==> src/hw/rtl/mmss_pkg.sv <==
// Package for the MM:SS countdown timer controller.
// Holds the mode and command codes, the timer state record and the digit step helpers.
// No dependencies.
`default_nettype none

package mmss_pkg;

	typedef enum logic [2:0] {
		MODE_STOPPED = 3'd0,
		MODE_RUNNING = 3'd1,
		MODE_SET_SU  = 3'd2,
		MODE_SET_ST  = 3'd3,
		MODE_SET_MU  = 3'd4,
		MODE_SET_MT  = 3'd5
	} mode_t;

	typedef enum logic [1:0] {
		CMD_SAMPLE = 2'd0,
		CMD_ADJUST = 2'd1,
		CMD_TICK   = 2'd2,
		CMD_NONE   = 2'd3
	} command_t;

	localparam logic [3:0] MASK_SU   = 4'h1;
	localparam logic [3:0] MASK_ST   = 4'h2;
	localparam logic [3:0] MASK_MU   = 4'h4;
	localparam logic [3:0] MASK_MT   = 4'h8;
	localparam logic [3:0] MASK_NONE = 4'h0;

	// Largest value of a units digit (modulo 10) and of a tens digit (modulo 6).
	localparam logic [3:0] UNITS_TOP = 4'd9;
	localparam logic [2:0] TENS_TOP  = 3'd5;

	typedef struct packed {
		mode_t      mode;
		logic       start_last;
		logic       set_last;
		logic [3:0] sec_units;
		logic [2:0] sec_tens;
		logic [3:0] min_units;
		logic [2:0] min_tens;
	} timer_state_t;

	localparam timer_state_t STATE_RESET = '{
		mode:       MODE_STOPPED,
		start_last: 1'b0,
		set_last:   1'b0,
		sec_units:  UNITS_TOP,
		sec_tens:   TENS_TOP,
		min_units:  UNITS_TOP,
		min_tens:   TENS_TOP
	};

	function automatic logic [3:0] digit_inc(logic [3:0] d, logic [3:0] top);
		return (d < top) ? 4'(d + 4'd1) : 4'd0;
	endfunction

	function automatic logic [3:0] digit_dec(logic [3:0] d, logic [3:0] top);
		return (d != 4'd0) ? 4'(d - 4'd1) : top;
	endfunction

endpackage

`default_nettype wire

==> src/hw/rtl/mmss_if.sv <==
// Valid/ready channel interfaces for the MM:SS countdown timer controller.
// Event channel and result channel; no dependencies.
`default_nettype none

interface mmss_event_if;
	logic       valid;
	logic       ready;
	logic [1:0] command;
	logic       up_button;
	logic       down_button;
	logic       set_button;
	logic       start_button;

	modport source (output valid, command, up_button, down_button, set_button, start_button,
		input ready);
	modport sink (input valid, command, up_button, down_button, set_button, start_button,
		output ready);
endinterface

interface mmss_result_if;
	logic       valid;
	logic       ready;
	logic [2:0] mode;
	logic [3:0] digit_select_mask;
	logic [2:0] minutes_tens;
	logic [3:0] minutes_units;
	logic [2:0] seconds_tens;
	logic [3:0] seconds_units;
	logic       at_zero;

	modport source (output valid, mode, digit_select_mask, minutes_tens, minutes_units,
		seconds_tens, seconds_units, at_zero, input ready);
	modport sink (input valid, mode, digit_select_mask, minutes_tens, minutes_units,
		seconds_tens, seconds_units, at_zero, output ready);
endinterface

`default_nettype wire

==> src/hw/rtl/mmss_step_logic.sv <==
// Next-state logic of the MM:SS countdown timer: mode machine, digit adjust and countdown.
// Depends on mmss_pkg.
`default_nettype none

module mmss_step_logic (
	input  mmss_pkg::timer_state_t cur,
	input  logic [1:0]             command,
	input  logic                   up_button,
	input  logic                   down_button,
	input  logic                   set_button,
	input  logic                   start_button,
	output mmss_pkg::timer_state_t nxt,
	output logic [3:0]             mask
);

	logic zero;
	logic start_rise;
	logic set_rise;
	logic [3:0] st_wide;
	logic [3:0] mt_wide;
	logic [3:0] adj_sel;
	logic [3:0] adj_top;
	logic [3:0] adj_val;
	logic borrow_su;
	logic borrow_st;
	logic borrow_mu;

	assign zero = (cur.sec_units == 4'd0) && (cur.sec_tens == 3'd0) &&
		(cur.min_units == 4'd0) && (cur.min_tens == 3'd0);
	assign start_rise = !cur.start_last && start_button;
	assign set_rise   = !cur.set_last && set_button;
	assign st_wide    = {1'b0, cur.sec_tens};
	assign mt_wide    = {1'b0, cur.min_tens};

	always_comb begin
		unique case (cur.mode)
			mmss_pkg::MODE_SET_SU: mask = mmss_pkg::MASK_SU;
			mmss_pkg::MODE_SET_ST: mask = mmss_pkg::MASK_ST;
			mmss_pkg::MODE_SET_MU: mask = mmss_pkg::MASK_MU;
			mmss_pkg::MODE_SET_MT: mask = mmss_pkg::MASK_MT;
			default:               mask = mmss_pkg::MASK_NONE;
		endcase
	end

	// The digit under adjustment and its wrap value.
	always_comb begin
		unique case (cur.mode)
			mmss_pkg::MODE_SET_ST: begin
				adj_sel = st_wide;
				adj_top = {1'b0, mmss_pkg::TENS_TOP};
			end
			mmss_pkg::MODE_SET_MU: begin
				adj_sel = cur.min_units;
				adj_top = mmss_pkg::UNITS_TOP;
			end
			mmss_pkg::MODE_SET_MT: begin
				adj_sel = mt_wide;
				adj_top = {1'b0, mmss_pkg::TENS_TOP};
			end
			default: begin
				adj_sel = cur.sec_units;
				adj_top = mmss_pkg::UNITS_TOP;
			end
		endcase
		if (up_button) begin
			adj_val = mmss_pkg::digit_inc(adj_sel, adj_top);
		end else if (down_button) begin
			adj_val = mmss_pkg::digit_dec(adj_sel, adj_top);
		end else begin
			adj_val = adj_sel;
		end
	end

	assign borrow_su = (cur.sec_units == 4'd0);
	assign borrow_st = borrow_su && (cur.sec_tens == 3'd0);
	assign borrow_mu = borrow_st && (cur.min_units == 4'd0);

	always_comb begin
		nxt = cur;
		unique case (command)
			mmss_pkg::CMD_SAMPLE: begin
				unique case (cur.mode)
					mmss_pkg::MODE_STOPPED: begin
						nxt.start_last = start_button;
						if (start_rise && !zero) begin
							nxt.mode = mmss_pkg::MODE_RUNNING;
						end else begin
							// Set is only looked at when start did not launch the timer.
							nxt.set_last = set_button;
							if (set_rise) begin
								nxt.mode = mmss_pkg::MODE_SET_SU;
							end
						end
					end
					mmss_pkg::MODE_RUNNING: begin
						nxt.start_last = start_button;
						if (start_rise || zero) begin
							nxt.mode = mmss_pkg::MODE_STOPPED;
						end
					end
					mmss_pkg::MODE_SET_SU: begin
						nxt.set_last = set_button;
						if (set_rise) nxt.mode = mmss_pkg::MODE_SET_ST;
					end
					mmss_pkg::MODE_SET_ST: begin
						nxt.set_last = set_button;
						if (set_rise) nxt.mode = mmss_pkg::MODE_SET_MU;
					end
					mmss_pkg::MODE_SET_MU: begin
						nxt.set_last = set_button;
						if (set_rise) nxt.mode = mmss_pkg::MODE_SET_MT;
					end
					mmss_pkg::MODE_SET_MT: begin
						nxt.set_last = set_button;
						if (set_rise) nxt.mode = mmss_pkg::MODE_STOPPED;
					end
					default: nxt.mode = mmss_pkg::MODE_STOPPED;
				endcase
			end
			mmss_pkg::CMD_ADJUST: begin
				unique case (cur.mode)
					mmss_pkg::MODE_SET_SU: nxt.sec_units = adj_val;
					mmss_pkg::MODE_SET_ST: nxt.sec_tens  = adj_val[2:0];
					mmss_pkg::MODE_SET_MU: nxt.min_units = adj_val;
					mmss_pkg::MODE_SET_MT: nxt.min_tens  = adj_val[2:0];
					default: ;
				endcase
			end
			mmss_pkg::CMD_TICK: begin
				if (cur.mode == mmss_pkg::MODE_RUNNING) begin
					// Countdown with borrow; 00:00 wraps to 59:59.
					nxt.sec_units = mmss_pkg::digit_dec(cur.sec_units, mmss_pkg::UNITS_TOP);
					if (borrow_su) begin
						nxt.sec_tens = 3'(mmss_pkg::digit_dec(st_wide,
							{1'b0, mmss_pkg::TENS_TOP}));
					end
					if (borrow_st) begin
						nxt.min_units = mmss_pkg::digit_dec(cur.min_units,
							mmss_pkg::UNITS_TOP);
					end
					if (borrow_mu) begin
						nxt.min_tens = 3'(mmss_pkg::digit_dec(mt_wide,
							{1'b0, mmss_pkg::TENS_TOP}));
					end
				end
			end
			default: ;
		endcase
	end

endmodule

`default_nettype wire

==> src/hw/rtl/mmss_countdown_timer_controller_core.sv <==
// Top level of the MM:SS countdown timer controller.
// Depends on mmss_pkg, mmss_if (mmss_event_if, mmss_result_if) and mmss_step_logic.
//
// Usage:
//   events  : one transfer per command (button sample, digit adjust or one-second tick)
//             with the current button levels.
//   results : one transfer per event with the mode, the one-hot digit being set (taken
//             from the mode before the event), the four BCD digits and the zero flag.
//   The event register loads at the edge of the event transfer, and the next-state logic
//   feeds the result register, which loads once it is empty or being drained; the result
//   then stays valid until it is taken.
//   Throughput is one event per cycle while the receiver takes each result; the timer
//   registers take their next state from combinational next-state logic.
//   When the receiver stalls, the result register holds, the event register fills, and
//   events.ready drops until the result is taken; nothing is dropped.
//   Reset sets the timer to 59:59, stopped, with both remembered button levels low, and
//   empties both registers.
`default_nettype none

module mmss_countdown_timer_controller_core (
	input  wire logic          clk,
	input  wire logic          arst_n,
	mmss_event_if.sink         events,
	mmss_result_if.source      results
);

	logic       valid_s1;
	logic [1:0] command_s1;
	logic       up_s1;
	logic       down_s1;
	logic       set_s1;
	logic       start_s1;

	mmss_pkg::timer_state_t state_q;
	mmss_pkg::timer_state_t state_nxt;
	logic [3:0]             mask_nxt;

	logic       out_valid_q;
	logic [2:0] mode_q;
	logic [3:0] mask_q;
	logic [2:0] min_tens_q;
	logic [3:0] min_units_q;
	logic [2:0] sec_tens_q;
	logic [3:0] sec_units_q;
	logic       at_zero_q;

	logic advance;
	logic at_zero_nxt;

	// The event in stage 1 moves on when the result register is empty or being drained.
	assign advance      = valid_s1 && (!out_valid_q || results.ready);
	assign events.ready = !valid_s1 || advance;

	mmss_step_logic u_step (
		.cur          (state_q),
		.command      (command_s1),
		.up_button    (up_s1),
		.down_button  (down_s1),
		.set_button   (set_s1),
		.start_button (start_s1),
		.nxt          (state_nxt),
		.mask         (mask_nxt)
	);

	assign at_zero_nxt = (state_nxt.sec_units == 4'd0) && (state_nxt.sec_tens == 3'd0) &&
		(state_nxt.min_units == 4'd0) && (state_nxt.min_tens == 3'd0);

	always_ff @(posedge clk or negedge arst_n) begin
		if (!arst_n) begin
			valid_s1    <= 1'b0;
			out_valid_q <= 1'b0;
			state_q     <= mmss_pkg::STATE_RESET;
		end else begin
			if (events.ready) begin
				valid_s1 <= events.valid;
			end
			if (advance) begin
				out_valid_q <= 1'b1;
				state_q     <= state_nxt;
			end else if (results.ready) begin
				out_valid_q <= 1'b0;
			end
		end
	end

	always_ff @(posedge clk) begin
		if (events.ready && events.valid) begin
			command_s1 <= events.command;
			up_s1      <= events.up_button;
			down_s1    <= events.down_button;
			set_s1     <= events.set_button;
			start_s1   <= events.start_button;
		end
		if (advance) begin
			mode_q      <= 3'(state_nxt.mode);
			mask_q      <= mask_nxt;
			min_tens_q  <= state_nxt.min_tens;
			min_units_q <= state_nxt.min_units;
			sec_tens_q  <= state_nxt.sec_tens;
			sec_units_q <= state_nxt.sec_units;
			at_zero_q   <= at_zero_nxt;
		end
	end

	assign results.valid             = out_valid_q;
	assign results.mode              = mode_q;
	assign results.digit_select_mask = mask_q;
	assign results.minutes_tens      = min_tens_q;
	assign results.minutes_units     = min_units_q;
	assign results.seconds_tens      = sec_tens_q;
	assign results.seconds_units     = sec_units_q;
	assign results.at_zero           = at_zero_q;

endmodule

`default_nettype wire

==> src/flat_wrapper.sv <==
// flat-port wrapper written by rule: the top's interface ports become plain ports
module mmss_countdown_timer_controller_core_flat 
  (clk, arst_n, events_valid, events_command, events_up_button, events_down_button, events_set_button, events_start_button, events_ready, results_valid, results_mode, results_digit_select_mask, results_minutes_tens, results_minutes_units, results_seconds_tens, results_seconds_units, results_at_zero, results_ready);
  mmss_event_if events_i ();
  mmss_result_if results_i ();
  input  wire logic clk;
  input  wire logic arst_n;
  input wire logic [$bits(events_i.valid)-1:0] events_valid;
  input wire logic [$bits(events_i.command)-1:0] events_command;
  input wire logic [$bits(events_i.up_button)-1:0] events_up_button;
  input wire logic [$bits(events_i.down_button)-1:0] events_down_button;
  input wire logic [$bits(events_i.set_button)-1:0] events_set_button;
  input wire logic [$bits(events_i.start_button)-1:0] events_start_button;
  output wire logic [$bits(events_i.ready)-1:0] events_ready;
  output wire logic [$bits(results_i.valid)-1:0] results_valid;
  output wire logic [$bits(results_i.mode)-1:0] results_mode;
  output wire logic [$bits(results_i.digit_select_mask)-1:0] results_digit_select_mask;
  output wire logic [$bits(results_i.minutes_tens)-1:0] results_minutes_tens;
  output wire logic [$bits(results_i.minutes_units)-1:0] results_minutes_units;
  output wire logic [$bits(results_i.seconds_tens)-1:0] results_seconds_tens;
  output wire logic [$bits(results_i.seconds_units)-1:0] results_seconds_units;
  output wire logic [$bits(results_i.at_zero)-1:0] results_at_zero;
  input wire logic [$bits(results_i.ready)-1:0] results_ready;
  assign events_i.valid = events_valid;
  assign events_i.command = events_command;
  assign events_i.up_button = events_up_button;
  assign events_i.down_button = events_down_button;
  assign events_i.set_button = events_set_button;
  assign events_i.start_button = events_start_button;
  assign events_ready = events_i.ready;
  assign results_valid = results_i.valid;
  assign results_mode = results_i.mode;
  assign results_digit_select_mask = results_i.digit_select_mask;
  assign results_minutes_tens = results_i.minutes_tens;
  assign results_minutes_units = results_i.minutes_units;
  assign results_seconds_tens = results_i.seconds_tens;
  assign results_seconds_units = results_i.seconds_units;
  assign results_at_zero = results_i.at_zero;
  assign results_i.ready = results_ready;
  mmss_countdown_timer_controller_core u_core (.clk(clk), .arst_n(arst_n), .events(events_i), .results(results_i));
endmodule
==> config.mk <==
export PLATFORM = sky130hd
export DESIGN_NAME = mmss_countdown_timer_controller_core_flat
export DESIGN_NICKNAME = d
export VERILOG_FILES = /design/src/hw/rtl/mmss_pkg.sv /design/src/hw/rtl/mmss_if.sv /design/src/hw/rtl/mmss_step_logic.sv /design/src/hw/rtl/mmss_countdown_timer_controller_core.sv /design/src/flat_wrapper.sv
export SDC_FILE = /design/constraint.sdc
export NUM_CORES = 1
export LEC_CHECK = 0
export BUFFER_PORTS_ARGS = -buffer_cell sky130_fd_sc_hd__buf_2
export CAP_MARGIN = 0
export CORE_ASPECT_RATIO = 1.25
export CORE_MARGIN = 3
export CORE_UTILIZATION = 59
export CTS_CLUSTER_SIZE = 14
export DETAILED_ROUTE_END_ITERATION = 7
export PLACE_DENSITY = 0.82
export SLEW_MARGIN = 5
export SYNTH_ARGS = -nofsm -noshare
export SYNTH_HDL_FRONTEND = slang
export SYNTH_SLANG_ARGS = --single-unit
==> constraint.sdc <==
create_clock -name clk -period 4.05 [get_ports clk]
set_input_delay 0.405 -clock clk [delete_from_list [all_inputs] [get_ports clk]]
set_output_delay 0.405 -clock clk [all_outputs]
set_load 0.02 [all_outputs]
Yosys cells after proc, flatten, opt, wreduce, memory -nomap -nowiden:

Cells that the tools add are included.

* add/subtract/negate cells: 6
* multiply operators: 0
* divide/modulo/power cells: 0
* order comparisons: 1
* eq/ne operators: 8
* shift operators: 0
* mux-type cells: 34
* bitwise operators: 0
* reduce and logical (&&, ||, !) cells: 41

Operators with widths (count)
* 4-bit 2-to-1 mux: 10
* 3-bit 2-to-1 mux: 13
* 14-bit one-hot mux with 2 select lines: 1
* 4-bit nonzero test: 5
* 3-bit one-hot mux with 6 select lines: 1
* 4-bit zero test: 4
* 4-bit one-hot mux with 4 select lines: 1
* 3-bit zero test: 5
* 14-bit 2-to-1 mux: 1
* 4-bit one-hot mux with 3 select lines: 1
* 4-bit by 1-bit subtractor with 4-bit output, second input constant: 3
* 1-bit logical AND: 11
* 3-bit by 2-bit == test with 1-bit output, second input constant: 2
* 3-bit == test, second input constant: 2
* 3-bit by 1-bit subtractor with 3-bit output, second input constant: 2
* 1-bit zero test: 5
* 5-bit 2-to-1 mux: 1
* 4-bit by 1-bit adder with 4-bit output, second input constant: 1
* 4-bit < comparator: 1
* 1-bit 2-to-1 mux: 4
* 4-bit AND reduction: 1
* 2-bit nonzero test: 2
* 2-bit OR reduction: 2
* 4-bit OR reduction: 1
* 8 further kinds: 10

* register bits: 49
* latch bits: 0
* bits in writable memories: 0
* bits in read-only memories: 0
* bits of input ports: 10
* word-level logic and storage cells: 111
* memories kept: 0

Depth between registers and ports, before layout:

* depth after elaboration: 12
* gate-level depth with buffers: 17
* gate-level depth less buffers: 14

Modules after synthesis:

From an unflattened synthesis, not the netlist that was laid out.

* cells, all modules: 306
* area, all modules: 3103.0 um^2

Modules (own cells, without submodules)
* mmss_countdown_timer_controller_core: times used 1, cells an instance 82, area each 1680.4 um^2
* mmss_step_logic: times used 1, cells an instance 224, area each 1422.6 um^2

Least setup slack after synthesis:

Ideal clock, no wire load.

* path type: flip-flop to flip-flop
* start: register u_core.state_q[17] in the netlist's numbering
* end: register u_core.at_zero_q, in the netlist u_core.results.at_zero, data pin
* data arrival time: 3473 ps
* required time: 3795 ps
* path slack: 322 ps
* stages on the path, launching flop included: 16
* path buffers: 3
* clock period less this slack: 3728 ps
* cells stage by stage: dfrtp_1 -> buf_6 -> inv_1 -> ha_1 -> clkbuf_1 -> a21oi_1 -> o32a_1 -> buf_2 -> ha_1 -> and3b_1 -> a2111oi_1 -> nand2_1 -> o311a_1 -> o221a_2 -> nand4_1 -> nor4_1

* longest elaborated chain between the ends: 12
* elaborated cells between the ends (all ways): 29
* classes of those cells: add/sub (2); order compare (1); eq/ne (5); mux (12); reduce/logical (9)

RTL lines
* start, declared: RTL line mmss_countdown_timer_controller_core.sv:34 `mmss_pkg::timer_state_t state_q;`
* start signal, assigned: RTL line mmss_countdown_timer_controller_core.sv:72 `state_q <= mmss_pkg::STATE_RESET;`
* start signal, assigned: RTL line mmss_countdown_timer_controller_core.sv:79 `state_q <= state_nxt;`
* 3-bit == test or 3-bit by 2-bit == test with 1-bit output (tied branches): RTL line mmss_step_logic.sv:47, mmss_step_logic.sv:121
* 4-bit one-hot mux with 3 select lines or 2-bit OR reduction (tied branches)
* 4-bit by 1-bit subtractor with 4-bit output, or another cell as far along: RTL line mmss_pkg.sv:59 `return (d != 4'd0) ? 4'(d - 4'd1) : top;`
* 4-bit 2-to-1 mux or 4-bit < comparator (tied branches): RTL line mmss_pkg.sv:59, mmss_pkg.sv:55
* 4-bit 2-to-1 mux, on equally long branches: RTL line mmss_step_logic.sv:67, mmss_pkg.sv:55
* 4-bit 2-to-1 mux: RTL line mmss_step_logic.sv:65 `if (up_button) begin`
* 4-bit 2-to-1 mux or 3-bit 2-to-1 mux (tied branches): RTL line mmss_step_logic.sv:121 `unique case (cur.mode)`
* 14-bit one-hot mux with 2 select lines (*): RTL line mmss_step_logic.sv:80 `unique case (command)`
* 4-bit zero test or 3-bit zero test (tied branches): RTL line mmss_countdown_timer_controller_core.sv:65 `assign at_zero_nxt = (state_nxt.sec_units == 4'd0) && (state_nxt.sec_tens == 3'd0) &&`
* 1-bit logical AND (2 in a row): RTL line mmss_countdown_timer_controller_core.sv:65
* 1-bit logical AND (*): RTL line mmss_countdown_timer_controller_core.sv:66 `(state_nxt.min_units == 4'd0) && (state_nxt.min_tens == 3'd0);`
* named net u_core.at_zero_nxt: RTL line mmss_countdown_timer_controller_core.sv:48 `logic at_zero_nxt;`
* end signal, assigned: RTL line mmss_countdown_timer_controller_core.sv:101 `at_zero_q <= at_zero_nxt;`
* end, declared: RTL line mmss_countdown_timer_controller_core.sv:45 `logic at_zero_q;`

Mark *: on every way through the listed nets, which the timed path passes. The rest lies on a longest branch.
A chain may end at the register's enable or synchronous reset.

Worst setup path after layout:

Same ends and word-level chain as after synthesis.

==> metrics.txt <==
status complete, no violations; vias per cell 6.458; Clock Root Buffer clkbuf_8; post-synthesis cell area 3222 um2; VDD IR-drop max 330.0 uV; Seq cells post-synth 49; Compound-Gate Fraction of Synth Area 18.45%; CP startpoint u_core.state_q[17]; Clk pwr share 13.6%; Ports 34; Post-Synth Simple-Gate Area 22.99%; asr flop ratio synth 42.86%; register area 1378 um2; mux cell area share after synthesis 2.874%; Skew-Pair Late Insertion Delay 0.31 ns; row count 29; synth warn 0; global-route wire length before repair 13.49 mm; Die H 88.62 um; wire per inst 18.96 um; power per cell area 595.0 nW/um2; area occupied by multi-input gates 1642 um2; max-slew violations 0; Final ANT Viol Nets 0; clk slew on worst S/H paths 0.09 ns; CTS Buf Count 5; crit path capture type register; vias in the first global route 2,738; Combinational Power Share 50.1%; Arrival @ worst endpoint 3.93 ns; nets 407; final wirelength 8.436 mm; synthesized instance count 353; Hold Crit Class primary input to asynchronous set/reset pin; Slew HR 48.35%; initial antenna violation count 0; largest net degree at the start of global routing 31; Starting Density 62.09%; Iter 0 DRT Violations 433; first drt pass iteration count 6; fraction of layout cells with a size suffix above 1 18.80%; Internal 1.162 mW; Final Hold Viols 0; slew at the pin closest to its max-slew limit 0.7728 ns; max cap viols 0; period utilization 94.12%; Tot Pwr 2.085 mW; worst-case clock buffer depth 2; register area share after synthesis 42.72%; startpoint types register; CP max FO 26; commonest cells after routing, fill and taps aside nand2_1, o21ai_0, buf_2, edfxtp_1, inv_1; fin util 67.54%; switch share 44.27%; All-Layer GR Usage 27.74%; Yosys cell types 64; Horiz. Die Dim 72.10 um; Post-Synth XOR/XNOR Area 0.8155%; Overflow after GRT 0; CTS tree built; via count 2,874; Final GP Congestion 1.003; net count after synthesis 378; CTS Hold Bufs 0; Filler Cell Count 427; P_sw 0.9232 mW; Tmin final 3.812 ns; Num Clock Sinks 49; highest clock rate 262.3 MHz; Layout Area Growth over Synthesis 8.777%; most common cell after layout, fill and taps aside nand2_1; Critical R2R Launch u_core.state_q[17]; CORE AREA 5189 um2; worst clock skew 0.01223 ns; main combinational cell family by area after synthesis simple AND/OR/NAND/NOR gates; final setup vio count 0; Post-synth EDFFs 28; Flop pwr share 36.4%; HPWL Detailed 6.322 mm; # diodes 0; IO Port Bufs 33; drt drc 0; worst path required time 4.16 ns; Leakage 1.521 nW; Crit Path Class register to register; H-tree depth 2; die area 6389 um2; post-synthesis area per instance 9.127 um2; Synth Area in Adders 5.825%; Synth Flop Type edfxtp_1; setup tns final 0 ns
registers in the layout, summed over array words and instances, names as in the netlist:
register / cells
u_core.down_s1: 1
u_core.results.seconds_units: 4
u_core.up_s1: 1
u_core.command_s1: 2
u_core.results.minutes_units: 4
u_core.results.seconds_tens: 3
u_core.results.mode: 3
u_core.results.minutes_tens: 3
u_core.state_q: 19
u_core.results.at_zero: 1
u_core.set_s1: 1
u_core.start_s1: 1
u_core.valid_s1: 1
u_core.results.digit_select_mask: 4
u_core.results.valid: 1
per-stage QoR:
stage / std cells / setup WS [ns] / hold slack (ns) / cell area, um2
after global placement: 435 / 0.4335 / 0.4043 / 3402
after global routing: 445 / -0.0009570 / 0.09087 / 3505
after detailed placement: 435 / 0.2706 / 0.4178 / 3402
after CTS: 443 / 0.2417 / 0.07773 / 3488
final: 445 / 0.2381 / 0.05792 / 3505
after floorplan: 353 / 0.3219 / 0.1094 / 3222
final timing paths:
path	end	slack, ns	depth (start not counted)
worst max-delay path	u_core.results.at_zero	0.24	14
worst min-delay path	u_core.state_q[4]	0.06	1
worst max register to register	u_core.results.at_zero	0.24	14
worst min register to register	u_core.results.valid	0.50	1
max in group asynchronous	u_core.state_q[16]	3.60	1
min in group clk	u_core.start_s1	0.27	1
cell usage after synthesis, types with 2 or more instances:
cell / number / area (um2)
nand2_1: 43 / 161.4
o21ai_0: 34 / 170.2
edfxtp_1: 28 / 840.8
inv_1: 27 / 101.4
nor2_1: 25 / 93.84
a21oi_1: 17 / 85.08
ha_1: 15 / 187.7
dfrtp_1: 13 / 325.3
nand3_1: 13 / 65.06
clkbuf_1: 9 / 33.78
dfstp_2: 8 / 210.2
nand2b_1: 8 / 50.05
nand4_1: 8 / 50.05
nor3_1: 7 / 35.03
nand3b_1: 6 / 45.04
and2_1: 5 / 31.28
buf_2: 5 / 25.02
mux2_2: 5 / 56.30
o21a_1: 5 / 37.54
or3_1: 5 / 31.28
a31oi_1: 4 / 25.02
and3_1: 4 / 25.02
nor2b_1: 4 / 25.02
buf_6: 3 / 33.78
nor3b_1: 3 / 22.52
o211a_1: 3 / 30.03
o21ai_1: 3 / 15.01
xnor2_1: 3 / 26.28
and3b_1: 2 / 17.52
nor3b_2: 2 / 25.02
o32a_1: 2 / 20.02
o41ai_1: 2 / 17.52
cells by family (layout without fill, tap and decap cells):
family,after synthesis,after routing
AND/OR/NAND/NOR,142,142
AO/OA/AOI/OAI,90,90
flip-flops,49,49
buffers and inverters,46,76
adder cells (fa/ha/maj),15,15
multiplexers,8,8
XOR/XNOR,3,3
power by group through the flow:
stage | sequential [mW] | clock [mW] | combinational, mW
after floorplan | 0.767 | 0 | 0.759
after global placement | 0.758 | 0 | 0.980
after detailed placement | 0.764 | 0 | 1.01
after CTS | 0.753 | 0.289 | 1.02
after global routing | 0.772 | 0.304 | 1.15
final | 0.758 | 0.283 | 1.04
layout make-up:
class                   count  area share, %
multi-input cells         258          46.84
repair buffers             39          5.998
flip-flops and latches     49          39.31
clock buffers               5          1.964
inverters                  29          3.177
clock inverters             3         0.4998
well taps                  62          2.213
critical path: stages, from the launching register on:
cell	delay, ns
dfrtp_1	0.39
buf_4	0.22
or3b_2	0.45
a21oi_1	0.16
o32a_1	0.24
inv_1	0.12
ha_1	0.25
and3b_1	0.23
a2111oi_1	0.06
buf_4	0.17
nand2_1	0.10
a31oi_4	0.12
a221oi_1	0.58
nand4_1	0.19
nor4_1	0.35
routing by layer:
metal	track usage, %	share of wire (%)	routed length, um
met3	4.545	7.1	598
met2	47.14	49	4107
met5	0	0	0
met1	32.75	38	3211
met4	16.75	6.2	519
repair_timing:
action | CTS | global route
resized for setup | 0 | 1
endpoints found under the setup margin | 0 | 1
buffers inserted | 0 | 2
No activity file was read; power rests on OpenSTA's default activity.
